### src/skf_pkg.sv
// ----------------------------------------------------------------------------
// skf_pkg
// Shared constants and types for the scalar Kalman filter unit.
// ----------------------------------------------------------------------------
package skf_pkg;

    localparam int unsigned GAIN_W    = 17;
    localparam int unsigned DIV_STEPS = 17;
    localparam int unsigned CNT_W     = $clog2(DIV_STEPS + 1);
    localparam int unsigned ADDR_W    = 4;

    localparam logic [GAIN_W-1:0] ONE_Q16  = 17'h10000;
    localparam logic [50:0]       HALF_Q16 = 51'd32768;

    localparam logic [1:0] REG_MEAS_NOISE = 2'd0;
    localparam logic [1:0] REG_PROC_NOISE = 2'd1;
    localparam logic [1:0] REG_INIT_EST   = 2'd2;
    localparam logic [1:0] REG_INIT_COV   = 2'd3;

    localparam logic [31:0] RST_MEAS_NOISE = 32'd65536;
    localparam logic [31:0] RST_PROC_NOISE = 32'd655;
    localparam logic [31:0] RST_INIT_EST   = 32'd0;
    localparam logic [31:0] RST_INIT_COV   = 32'd65536;

    typedef struct packed {
        logic busy;
        logic done;
    } t_div_stat;

endpackage

### src/scalar_kalman_filter_unit.sv
// ----------------------------------------------------------------------------
// scalar_kalman_filter_unit
// One-dimensional Kalman filter over Q16.16 samples, built around a
// serial divider and one shared multiplier under a small sequencer.
// ----------------------------------------------------------------------------
//  channel   direction  valid        stall        payload
//  in        in         i_in_valid   o_in_stall   i_mode, i_measurement
//  out       out        o_out_valid  i_out_stall  o_filtered_value, o_gain
//  config    in         psel/penable pready       paddr, pwdata, prdata
//
//  A measure item runs prediction, the gain divider, two multiplies and the
//  covariance update; the gain divider takes most of that time. A restart item
//  goes straight to its result. No new item is taken before that result is out.
//  o_in_stall is high from acceptance until the result enters the output
//  register; the output register holds a result while o_out_valid waits.
//  Reset is synchronous, active low, and loads the register reset values,
//  a zero estimate and a covariance of 1.0.
// ----------------------------------------------------------------------------
module scalar_kalman_filter_unit (
    input  logic                          i_clk,
    input  logic                          i_rst_n,
    input  logic                          i_in_valid,
    output logic                          o_in_stall,
    input  logic                          i_mode,
    input  logic signed [31:0]            i_measurement,
    output logic                          o_out_valid,
    input  logic                          i_out_stall,
    output logic signed [31:0]            o_filtered_value,
    output logic [skf_pkg::GAIN_W-1:0]    o_gain,
    input  logic                          psel,
    input  logic                          penable,
    input  logic                          pwrite,
    input  logic [skf_pkg::ADDR_W-1:0]    paddr,
    input  logic [31:0]                   pwdata,
    output logic [31:0]                   prdata,
    output logic                          pready
);

    localparam logic [2:0] S_IDLE   = 3'd0;
    localparam logic [2:0] S_PRED   = 3'd1;
    localparam logic [2:0] S_DSTART = 3'd2;
    localparam logic [2:0] S_DWAIT  = 3'd3;
    localparam logic [2:0] S_MUL1   = 3'd4;
    localparam logic [2:0] S_MUL2   = 3'd5;
    localparam logic [2:0] S_COV    = 3'd6;
    localparam logic [2:0] S_DONE   = 3'd7;

    logic [2:0]                     r_state;
    logic [2:0]                     n_state;
    logic [31:0]                    r_meas_noise;
    logic [31:0]                    r_proc_noise;
    logic [31:0]                    r_init_est;
    logic [31:0]                    r_init_cov;
    logic [31:0]                    r_est;
    logic [31:0]                    r_cov;
    logic [31:0]                    r_meas;
    logic [31:0]                    r_p1;
    logic [32:0]                    r_den;
    logic signed [32:0]             r_innov;
    logic [skf_pkg::GAIN_W-1:0]     r_gain;
    logic                           r_out_valid;
    logic signed [31:0]             r_out_value;
    logic [skf_pkg::GAIN_W-1:0]     r_out_gain;

    logic                           in_take;
    logic                           out_take;
    logic                           out_free;
    logic                           cfg_write;
    logic [1:0]                     reg_idx;
    logic [32:0]                    p1_sum;
    logic [31:0]                    p1_sat;
    skf_pkg::t_div_stat             div_stat;
    logic [skf_pkg::GAIN_W-1:0]     div_quot;
    logic [skf_pkg::GAIN_W-1:0]     mul_a;
    logic signed [33:0]             mul_b;
    logic signed [50:0]             mul_prod;
    logic signed [50:0]             rounded;

    assign in_take   = i_in_valid && !o_in_stall;
    assign out_take  = r_out_valid && !i_out_stall;
    assign out_free  = !r_out_valid || !i_out_stall;
    assign cfg_write = psel && penable && pwrite && pready;
    assign reg_idx   = paddr[3:2];

    assign o_in_stall       = (r_state != S_IDLE);
    assign o_out_valid      = r_out_valid;
    assign o_filtered_value = r_out_value;
    assign o_gain           = r_out_gain;
    assign pready           = 1'b1;

    always_comb begin
        unique case (reg_idx)
            skf_pkg::REG_MEAS_NOISE: prdata = r_meas_noise;
            skf_pkg::REG_PROC_NOISE: prdata = r_proc_noise;
            skf_pkg::REG_INIT_EST:   prdata = r_init_est;
            skf_pkg::REG_INIT_COV:   prdata = r_init_cov;
            default:                 prdata = '0;
        endcase
    end

    always_ff @(posedge i_clk) begin
        if (!i_rst_n) begin
            r_meas_noise <= skf_pkg::RST_MEAS_NOISE;
            r_proc_noise <= skf_pkg::RST_PROC_NOISE;
            r_init_est   <= skf_pkg::RST_INIT_EST;
            r_init_cov   <= skf_pkg::RST_INIT_COV;
        end else if (cfg_write) begin
            unique case (reg_idx)
                skf_pkg::REG_MEAS_NOISE: r_meas_noise <= pwdata;
                skf_pkg::REG_PROC_NOISE: r_proc_noise <= pwdata;
                skf_pkg::REG_INIT_EST:   r_init_est   <= pwdata;
                skf_pkg::REG_INIT_COV:   r_init_cov   <= pwdata;
                default: ;
            endcase
        end
    end

    assign p1_sum = {1'b0, r_cov} + {1'b0, r_proc_noise};
    assign p1_sat = p1_sum[32] ? 32'hFFFF_FFFF : p1_sum[31:0];

    skf_div u_div (
        .i_clk   (i_clk),
        .i_rst_n (i_rst_n),
        .i_start (r_state == S_DSTART),
        .i_num   (r_p1),
        .i_den   (r_den),
        .o_stat  (div_stat),
        .o_quot  (div_quot)
    );

    always_comb begin
        if (r_state == S_MUL1) begin
            mul_a = r_gain;
            mul_b = {r_innov[32], r_innov};
        end else begin
            mul_a = skf_pkg::ONE_Q16 - r_gain;
            mul_b = $signed({2'b00, r_p1});
        end
    end

    skf_mul u_mul (
        .i_clk  (i_clk),
        .i_a    (mul_a),
        .i_b    (mul_b),
        .o_prod (mul_prod)
    );

    assign rounded = mul_prod + $signed(skf_pkg::HALF_Q16);

    always_comb begin
        n_state = r_state;
        unique case (r_state)
            S_IDLE:   if (in_take) n_state = i_mode ? S_DONE : S_PRED;
            S_PRED:   n_state = S_DSTART;
            S_DSTART: n_state = S_DWAIT;
            S_DWAIT:  if (div_stat.done) n_state = S_MUL1;
            S_MUL1:   n_state = S_MUL2;
            S_MUL2:   n_state = S_COV;
            S_COV:    n_state = S_DONE;
            S_DONE:   if (out_free) n_state = S_IDLE;
            default:  n_state = S_IDLE;
        endcase
    end

    always_ff @(posedge i_clk) begin
        if (!i_rst_n) begin
            r_state     <= S_IDLE;
            r_est       <= '0;
            r_cov       <= {15'd0, skf_pkg::ONE_Q16};
            r_out_valid <= 1'b0;
        end else begin
            r_state <= n_state;
            if (r_state == S_DONE && out_free) begin
                r_out_valid <= 1'b1;
            end else if (out_take) begin
                r_out_valid <= 1'b0;
            end
            if (r_state == S_IDLE && in_take && i_mode) begin
                r_est <= r_init_est;
                r_cov <= r_init_cov;
            end
            if (r_state == S_MUL2) begin
                r_est <= r_est + rounded[47:16];
            end
            if (r_state == S_COV) begin
                r_cov <= rounded[47:16];
            end
        end
    end

    always_ff @(posedge i_clk) begin
        if (r_state == S_IDLE && in_take) begin
            r_meas <= i_measurement;
            r_gain <= '0;
        end
        if (r_state == S_PRED) begin
            r_p1    <= p1_sat;
            r_den   <= {1'b0, p1_sat} + {1'b0, r_meas_noise};
            r_innov <= $signed({r_meas[31], r_meas}) - $signed({r_est[31], r_est});
        end
        if (r_state == S_DWAIT && div_stat.done) begin
            r_gain <= (r_den == '0) ? '0 : div_quot;
        end
        if (r_state == S_DONE && out_free) begin
            r_out_value <= r_est;
            r_out_gain  <= r_gain;
        end
    end

    a_gain_range: assert property (@(posedge i_clk) disable iff (!i_rst_n)
        o_out_valid |-> o_gain <= skf_pkg::ONE_Q16)
        else $error("gain above 1.0");

    a_div_done_in_wait: assert property (@(posedge i_clk) disable iff (!i_rst_n)
        div_stat.done |-> r_state == S_DWAIT)
        else $error("divider finished outside its wait state");

    a_stall_after_accept: assert property (@(posedge i_clk) disable iff (!i_rst_n)
        in_take |=> o_in_stall)
        else $error("next item taken before the current one finished");

    a_cov_not_above_p1: assert property (@(posedge i_clk) disable iff (!i_rst_n)
        r_state == S_COV |=> r_cov <= $past(r_p1))
        else $error("covariance grew in the update");

endmodule

### src/skf_div.sv
// ----------------------------------------------------------------------------
// skf_div
// Restoring divider for the gain, one quotient bit per cycle.
// Computes floor(num * 65536 / den) for num <= den.
// ----------------------------------------------------------------------------
module skf_div (
    input  logic                          i_clk,
    input  logic                          i_rst_n,
    input  logic                          i_start,
    input  logic [31:0]                   i_num,
    input  logic [32:0]                   i_den,
    output skf_pkg::t_div_stat            o_stat,
    output logic [skf_pkg::GAIN_W-1:0]    o_quot
);

    logic [33:0]                    r_rem;
    logic [32:0]                    r_den;
    logic [skf_pkg::GAIN_W-1:0]     r_quo;
    logic [skf_pkg::CNT_W-1:0]      r_cnt;
    logic                           r_busy;
    logic                           r_done;

    logic [34:0] trial;
    logic        bit_set;
    logic [33:0] rem_keep;

    assign trial    = {1'b0, r_rem} - {2'b00, r_den};
    assign bit_set  = !trial[34];
    assign rem_keep = bit_set ? trial[33:0] : r_rem;

    always_ff @(posedge i_clk) begin
        if (!i_rst_n) begin
            r_busy <= 1'b0;
            r_done <= 1'b0;
            r_cnt  <= '0;
        end else begin
            r_done <= 1'b0;
            if (i_start) begin
                r_busy <= 1'b1;
                r_cnt  <= skf_pkg::CNT_W'(skf_pkg::DIV_STEPS);
            end else if (r_busy) begin
                r_cnt <= r_cnt - 1'b1;
                if (r_cnt == skf_pkg::CNT_W'(1)) begin
                    r_busy <= 1'b0;
                    r_done <= 1'b1;
                end
            end
        end
    end

    always_ff @(posedge i_clk) begin
        if (i_start) begin
            r_rem <= {2'b00, i_num};
            r_den <= i_den;
            r_quo <= '0;
        end else if (r_busy) begin
            r_rem <= {rem_keep[32:0], 1'b0};
            r_quo <= {r_quo[skf_pkg::GAIN_W-2:0], bit_set};
        end
    end

    assign o_stat.busy = r_busy;
    assign o_stat.done = r_done;
    assign o_quot      = r_quo;

    a_done_after_busy: assert property (@(posedge i_clk) disable iff (!i_rst_n)
        r_done |-> $past(r_busy))
        else $error("divider done without a running division");

    a_start_sets_busy: assert property (@(posedge i_clk) disable iff (!i_rst_n)
        i_start |=> r_busy && !r_done)
        else $error("divider did not start");

    a_cnt_idle_zero: assert property (@(posedge i_clk) disable iff (!i_rst_n)
        (!r_busy && !$past(i_start)) |-> r_cnt == '0)
        else $error("divider count left over while idle");

endmodule

### src/skf_mul.sv
// ----------------------------------------------------------------------------
// skf_mul
// Shared 17 x 34 bit signed multiplier with registered product.
// ----------------------------------------------------------------------------
module skf_mul (
    input  logic                          i_clk,
    input  logic [skf_pkg::GAIN_W-1:0]    i_a,
    input  logic signed [33:0]            i_b,
    output logic signed [50:0]            o_prod
);

    logic signed [51:0] prod_full;
    logic signed [50:0] r_prod;

    assign prod_full = $signed({1'b0, i_a}) * i_b;

    always_ff @(posedge i_clk) begin
        r_prod <= prod_full[50:0];
    end

    assign o_prod = r_prod;

endmodule

### config.mk
export PLATFORM = sky130hd
export DESIGN_NAME = scalar_kalman_filter_unit
export DESIGN_NICKNAME = d
export VERILOG_FILES = /design/src/skf_pkg.sv /design/src/scalar_kalman_filter_unit.sv /design/src/skf_div.sv /design/src/skf_mul.sv
export SDC_FILE = /design/constraint.sdc
export NUM_CORES = 2
export LEC_CHECK = 0
export ABC_AREA = 1
export BUFFER_PORTS_ARGS = -buffer_cell sky130_fd_sc_hd__buf_4
export CAP_MARGIN = 20
export CORE_MARGIN = 8
export CORE_UTILIZATION = 51
export DETAILED_ROUTE_END_ITERATION = 12
export GPL_TIMING_DRIVEN = 0
export PLACE_DENSITY = 0.68
export SLEW_MARGIN = 30
export SYNTH_ARGS = -nofsm -noshare
export SYNTH_HDL_FRONTEND = slang
export SYNTH_SLANG_ARGS = --single-unit
### constraint.sdc
create_clock -name i_clk -period 8.5 [get_ports i_clk]
set_input_delay 1.7 -clock i_clk [delete_from_list [all_inputs] [get_ports i_clk]]
set_output_delay 1.7 -clock i_clk [all_outputs]
set_load 0.01 [all_outputs]
## Yosys cells after proc, flatten, opt, wreduce, memory -nomap -nowiden

Index checks and enable logic that the tools add are counted.

- Logic and storage cells: 105
- Bits in registers: 531

- Multiply operators: 1
- Muxes and demuxes: 27
- Equal/unequal tests: 14
- Bitwise logic cells: 2
- Reduce and logical (&&, ||, !) cells: 29
- Add/subtract/negate cells: 8

Operators by type and width:

| operator | count |
|---|---|
| 32-bit 2-to-1 mux | 7 |
| 32-bit one-hot mux with 4 select lines | 1 |
| 17-bit 2-to-1 mux | 4 |
| 32-bit by 32-bit adder with 33-bit output | 2 |
| 48-bit by 17-bit adder with 48-bit output, second input constant | 1 |
| 18-bit by 34-bit multiplier with 48-bit output | 1 |
| 34-bit by 33-bit subtractor with 35-bit output | 1 |
| 34-bit 2-to-1 mux | 1 |
| 33-bit zero test | 1 |
| 33-bit 2-to-1 mux | 1 |
| 32-bit by 32-bit subtractor with 33-bit output | 1 |
| 32-bit adder | 1 |
| 3-bit one-hot mux with 8 select lines | 1 |
| 17-bit subtractor, first input constant | 1 |
| 3-bit == test, second input constant | 4 |
| 3-bit 2-to-1 mux | 4 |
| 5-bit 2-to-1 mux | 2 |
| 2-bit nonzero test | 5 |
| 1-bit logical AND | 8 |
| 2-bit AND reduction | 4 |
| 3-bit by 2-bit == test with 1-bit output, second input constant | 2 |
| 1-bit 2-to-1 mux | 6 |
| 5-bit by 1-bit == test with 1-bit output, second input constant | 1 |
| 5-bit by 1-bit subtractor with 5-bit output, second input constant | 1 |
| 14 further kinds | 20 |

## Logic depth before layout (Yosys ltp)

- Depth after elaboration: 7
- Gate-level depth with buffers: 37

## Modules after synthesis

Synthesis repeated with hierarchy kept, for this count alone.

- Cell total of the unflattened synthesis: 7139
- Area, all modules: 52860.7 um2

By module, submodules not included:

| module | area an instance (um2) | cells each | times used | sequential area each (um2) |
|---|---|---|---|---|
| scalar_kalman_filter_unit | 23661.4 | 3184 | 1 | 9809.4 |
| skf_mul | 22651.7 | 3024 | 1 | 1021.0 |
| skf_div | 6547.5 | 931 | 1 | 2472.4 |

## Worst setup path after synthesis

No wires, ideal clock.

- Path kind: register -> register
- Start point: reg r_state[0]
- End point: reg r_den[0] (enable)
- Data arrival time: 7.218 ns
- Period minus slack after synthesis: 7.892 ns
- Cell stages (with the launch flop): 3
- Buffers on the path: 0
- Path slack: 0.608 ns
- Path through: dfxtp_1 -> inv_1 -> nor3_1

- Longest elaborated chain between the ends: 1

Ends and longest elaborated chain:

| item | RTL line | source |
|---|---|---|
| start: declaration | scalar_kalman_filter_unit.sv:48 | `logic [2:0] r_state;` |
| start signal: assignment | scalar_kalman_filter_unit.sv:172 | `r_state <= n_state;` |
| 3-bit by 1-bit == test with 1-bit output | scalar_kalman_filter_unit.sv:196 | `if (r_state == S_PRED) begin` |
| end signal: assignment | scalar_kalman_filter_unit.sv:198 | `r_den <= {1'b0, p1_sat} + {1'b0, r_meas_noise};` |
| end: declaration | scalar_kalman_filter_unit.sv:58 | `logic [32:0] r_den;` |

Every way passes these cells.
A chain may end at the register's enable or synchronous reset.

## Worst setup path in the final report

- Start point: reg r_gain[0] (netlist name)
- End point: reg u_mul.r_prod[40] (netlist: u_mul.o_prod[40])

- Longest elaborated chain between the ends: 3

Ends and longest elaborated chain:

| item | RTL line | source |
|---|---|---|
| start: declaration | scalar_kalman_filter_unit.sv:60 | `logic [skf_pkg::GAIN_W-1:0] r_gain;` |
| start signal: assignment | scalar_kalman_filter_unit.sv:202 | `r_gain <= (r_den == '0) ? '0 : div_quot;` |
| 17-bit subtractor | scalar_kalman_filter_unit.sv:136 | `mul_a = skf_pkg::ONE_Q16 - r_gain;` |
| 17-bit 2-to-1 mux * | scalar_kalman_filter_unit.sv:132 | `if (r_state == S_MUL1) begin` |
| 18-bit by 34-bit multiplier with 48-bit output * | skf_mul.sv:15 | `assign prod_full = $signed({1'b0, i_a}) * i_b;` |
| via u_mul.prod_full[40] | skf_mul.sv:12 | `logic signed [51:0] prod_full;` |
| end signal: assignment | skf_mul.sv:18 | `r_prod <= prod_full[50:0];` |
| end: declaration | skf_mul.sv:13 | `logic signed [50:0] r_prod;` |

Mark *: on every way through the listed nets, which the timed path passes. The rest lies on a longest branch.

==> impl_metrics.json <==
{
  "syn_area_mm2": 0.0493,
  "cts.path.max_buffers": 3,
  "max_stage_delay_ns": 0.55,
  "first_pass_iters": 7,
  "holdWs_ns": 0.446,
  "cts-buffers-inserted": 56,
  "synth-async-reset-ratio": 0,
  "rsz0062_at_grt": "no",
  "htree_levels": 2,
  "slowest_stage": "edfxtp_1",
  "path_clk_slew_ns": 0.06,
  "cts_tree": "built",
  "die_w_um": 327,
  "crit_top_cell": "nand2_1",
  "tightest_slew_ns": 0.972,
  "antenna_found_initial": 4,
  "clock_latency_ns": 0.72,
  "skew_ns": 0.104,
  "root_buffer": "clkbuf_16",
  "endpoint_kind": "flip-flop",
  "hold_violations": 0,
  "synthToLayoutAreaGrowth_pct": 10.1,
  "critPathMaxFanout": 10,
  "place.port_buffers": 155,
  "max_cap_violations": 0,
  "nNetsFinal": 7466,
  "postCtsSetupBuffers": 0,
  "die_area_mm2": 0.107,
  "syn_inst": 6368,
  "vias_per_cell": 5.56,
  "synth_ff_type": "edfxtp_1",
  "period_share": 0.947,
  "place.gp.congestion": 1.02,
  "wl_per_cell_um": 22.3,
  "grt_use_total": 0.326,
  "ant_nets": 0,
  "outcome": "finished clean",
  "drc_errors": 0,
  "regToRegSetupSlack_ns": 0.45,
  "die_height_um": 327,
  "clock_sinks": 516,
  "syn_nets": 7237,
  "slew_headroom": 0.350,
  "grt.overflow.total": 0,
  "ys_warn_count": 0,
  "synth-edff-count": 261,
  "synth_seq_cells": 516,
  "drive_gt1_frac": 0.0692,
  "num_io_pins": 160,
  "dpl_worst_slack_ns": 0.548,
  "cts_repair_resize_count": 0,
  "grt_pass1_wl_mm": 265,
  "yosysSeqAreaShare": 0.262,
  "synthDistinctLibCells": 63,
  "initial_utilization": 0.512,
  "slew_violations": 0,
  "worstSetupPathType": "flip-flop to flip-flop",
  "layout_min_cycle_time_ns": 8.05,
  "setup_viol": 0,
  "cts_hold_buf": 0,
  "row_count": 114,
  "routed_wl_mm": 177,
  "startpoint_type": "flip-flop",
  "min_path_type": "flip-flop to flip-flop",
  "hpwl_mm": 149,
  "instances_no_fill": 7923,
  "finalWorstSetupSlack_ns": 0.447,
  "drt_iter0_markers": 4400,
  "synth.avg_cell_area_um2": 7.74,
  "cp.arrival_ns": 8.63,
  "grt_pass1_vias": 43300,
  "clock.fmax_ghz": 0.124,
  "dpl.cell_count": 7815,
  "num_vias": 44000,
  "required_ns": 9.08,
  "grt_max_degree": 34,
  "core_region_area_mm2": 0.0963
}
final timing paths:
kind / start / to / cells past startpoint
max: r_gain[0]$_SDFFCE_PP0P_ / u_mul.o_prod[40]$_DFF_P_ / 32
min: r_den[10]$_DFFE_PP_ / u_div.r_den[10]$_DFFE_PP_ / 0
max reg2reg: r_gain[0]$_SDFFCE_PP0P_ / u_mul.o_prod[40]$_DFF_P_ / 32
min reg2reg: r_den[10]$_DFFE_PP_ / u_div.r_den[10]$_DFFE_PP_ / 0
stage by stage:
stage | utilization | setup TNS [ns] | cell area, µm²
2_1_floorplan | - | 0 | 49300
3_3_place_gp | 0.541 | -180.05 | 52100
3_5_place_dp | 0.543 | 0 | 52300
4_1_cts | 0.564 | 0 | 54300
5_1_grt | 0.564 | 0 | 54300
6_report | 0.564 | 0 | 54300
metal layers:
metal | routed length [µm] | share of wire | up-vias | GRT usage
met1 | 73600 | 0.42 | 21100 | 0.443
met2 | 76500 | 0.43 | 2088 | 0.503
met3 | 17100 | 0.097 | 399 | 0.0651
met5 | 13 | 0.000074 | - | 0
li1 | - | - | 20400 | -
met4 | 9410 | 0.053 | 2 | 0.146
registers in the layout, indices dropped and copies added, names as in the netlist, 33 cells and up:
signal and count:
u_div.r_den 33, u_div.r_rem 34, u_mul.o_prod 33, r_innov 33, r_den 33
Yosys cell counts, types with 15 or more instances:
master	instances	area (µm²)
inv_2	27	101
inv_1	1163	4370
o21ai_1	29	145
ha_1	274	3430
o21a_1	15	113
xnor2_1	56	490
clkbuf_1	91	342
nor4_1	27	169
a22oi_1	16	120
o21bai_1	28	210
nor3_1	46	230
nand3_1	219	1100
o2111ai_1	30	263
nor2_1	813	3050
nand2_1	1429	5360
edfxtp_1	261	7840
dfxtp_1	255	5100
nand4_1	50	313
a31oi_1	44	275
o21ai_0	306	1530
xor2_1	93	815
o21ai_2	17	149
buf_2	64	320
or2_2	20	125
fa_1	519	10400
a21oi_1	314	1570
a21o_1	28	210
layout by cell type (no fill, tap or decap), types with 20 or more instances in the layout:
cell type,synthesis,routed
ha_1,274,274
nor2_1,813,812
xnor2_1,56,56
edfxtp_1,261,261
dfxtp_1,255,255
or2_2,20,20
nor3_1,46,45
o21ai_1,29,29
o21ai_0,306,306
buf_2,64,64
a31oi_1,44,44
nand4_1,50,50
a21oi_1,314,313
o2111ai_1,30,30
a21o_1,28,28
fa_1,519,519
xor2_1,93,93
buf_4,11,177
o21bai_1,28,28
nand3_1,219,219
nor4_1,27,27
clkbuf_16,0,58
inv_1,1163,1163
clkbuf_1,91,96
nand2_1,1429,1428
inv_2,27,27
worst max-delay path, delay by kind of cell (launching register included):
family          cells  cell delay (ns)
fa+ha+maj           8             3.55
flops               1             0.55
simple gates       14             2.00
compound gates      1             0.39
xor+xnor            1             0.24
buf+inv             8             1.27
area by class of cell:
cell class	count	area, µm²
clock inverters	33	443
diodes	4	10.0
inverters	1193	4480
plain buffers	178	868
clock buffers	71	1550
flip-flops and latches	516	12900
well taps	1276	1600
fillers	9099	42000
repair buffers	171	1360
multi-input cells	4481	31000
logic make-up (layout without fill, tap and decap cells):
family / after synthesis / after routing / synth area share
AO/OA/AOI/OAI: 890 / 890 / 0.105
XOR/XNOR: 152 / 152 / 0.0277
adder cells (fa/ha/maj): 793 / 793 / 0.280
buffers and inverters: 1371 / 1646 / 0.108
flip-flops: 516 / 516 / 0.262
other: 1 / 5 / 0.0000761
AND/OR/NAND/NOR: 2645 / 2645 / 0.216
Power is not shown: default switching activity piles up to over one toggle a cycle in this logic, so the estimate is an artifact.
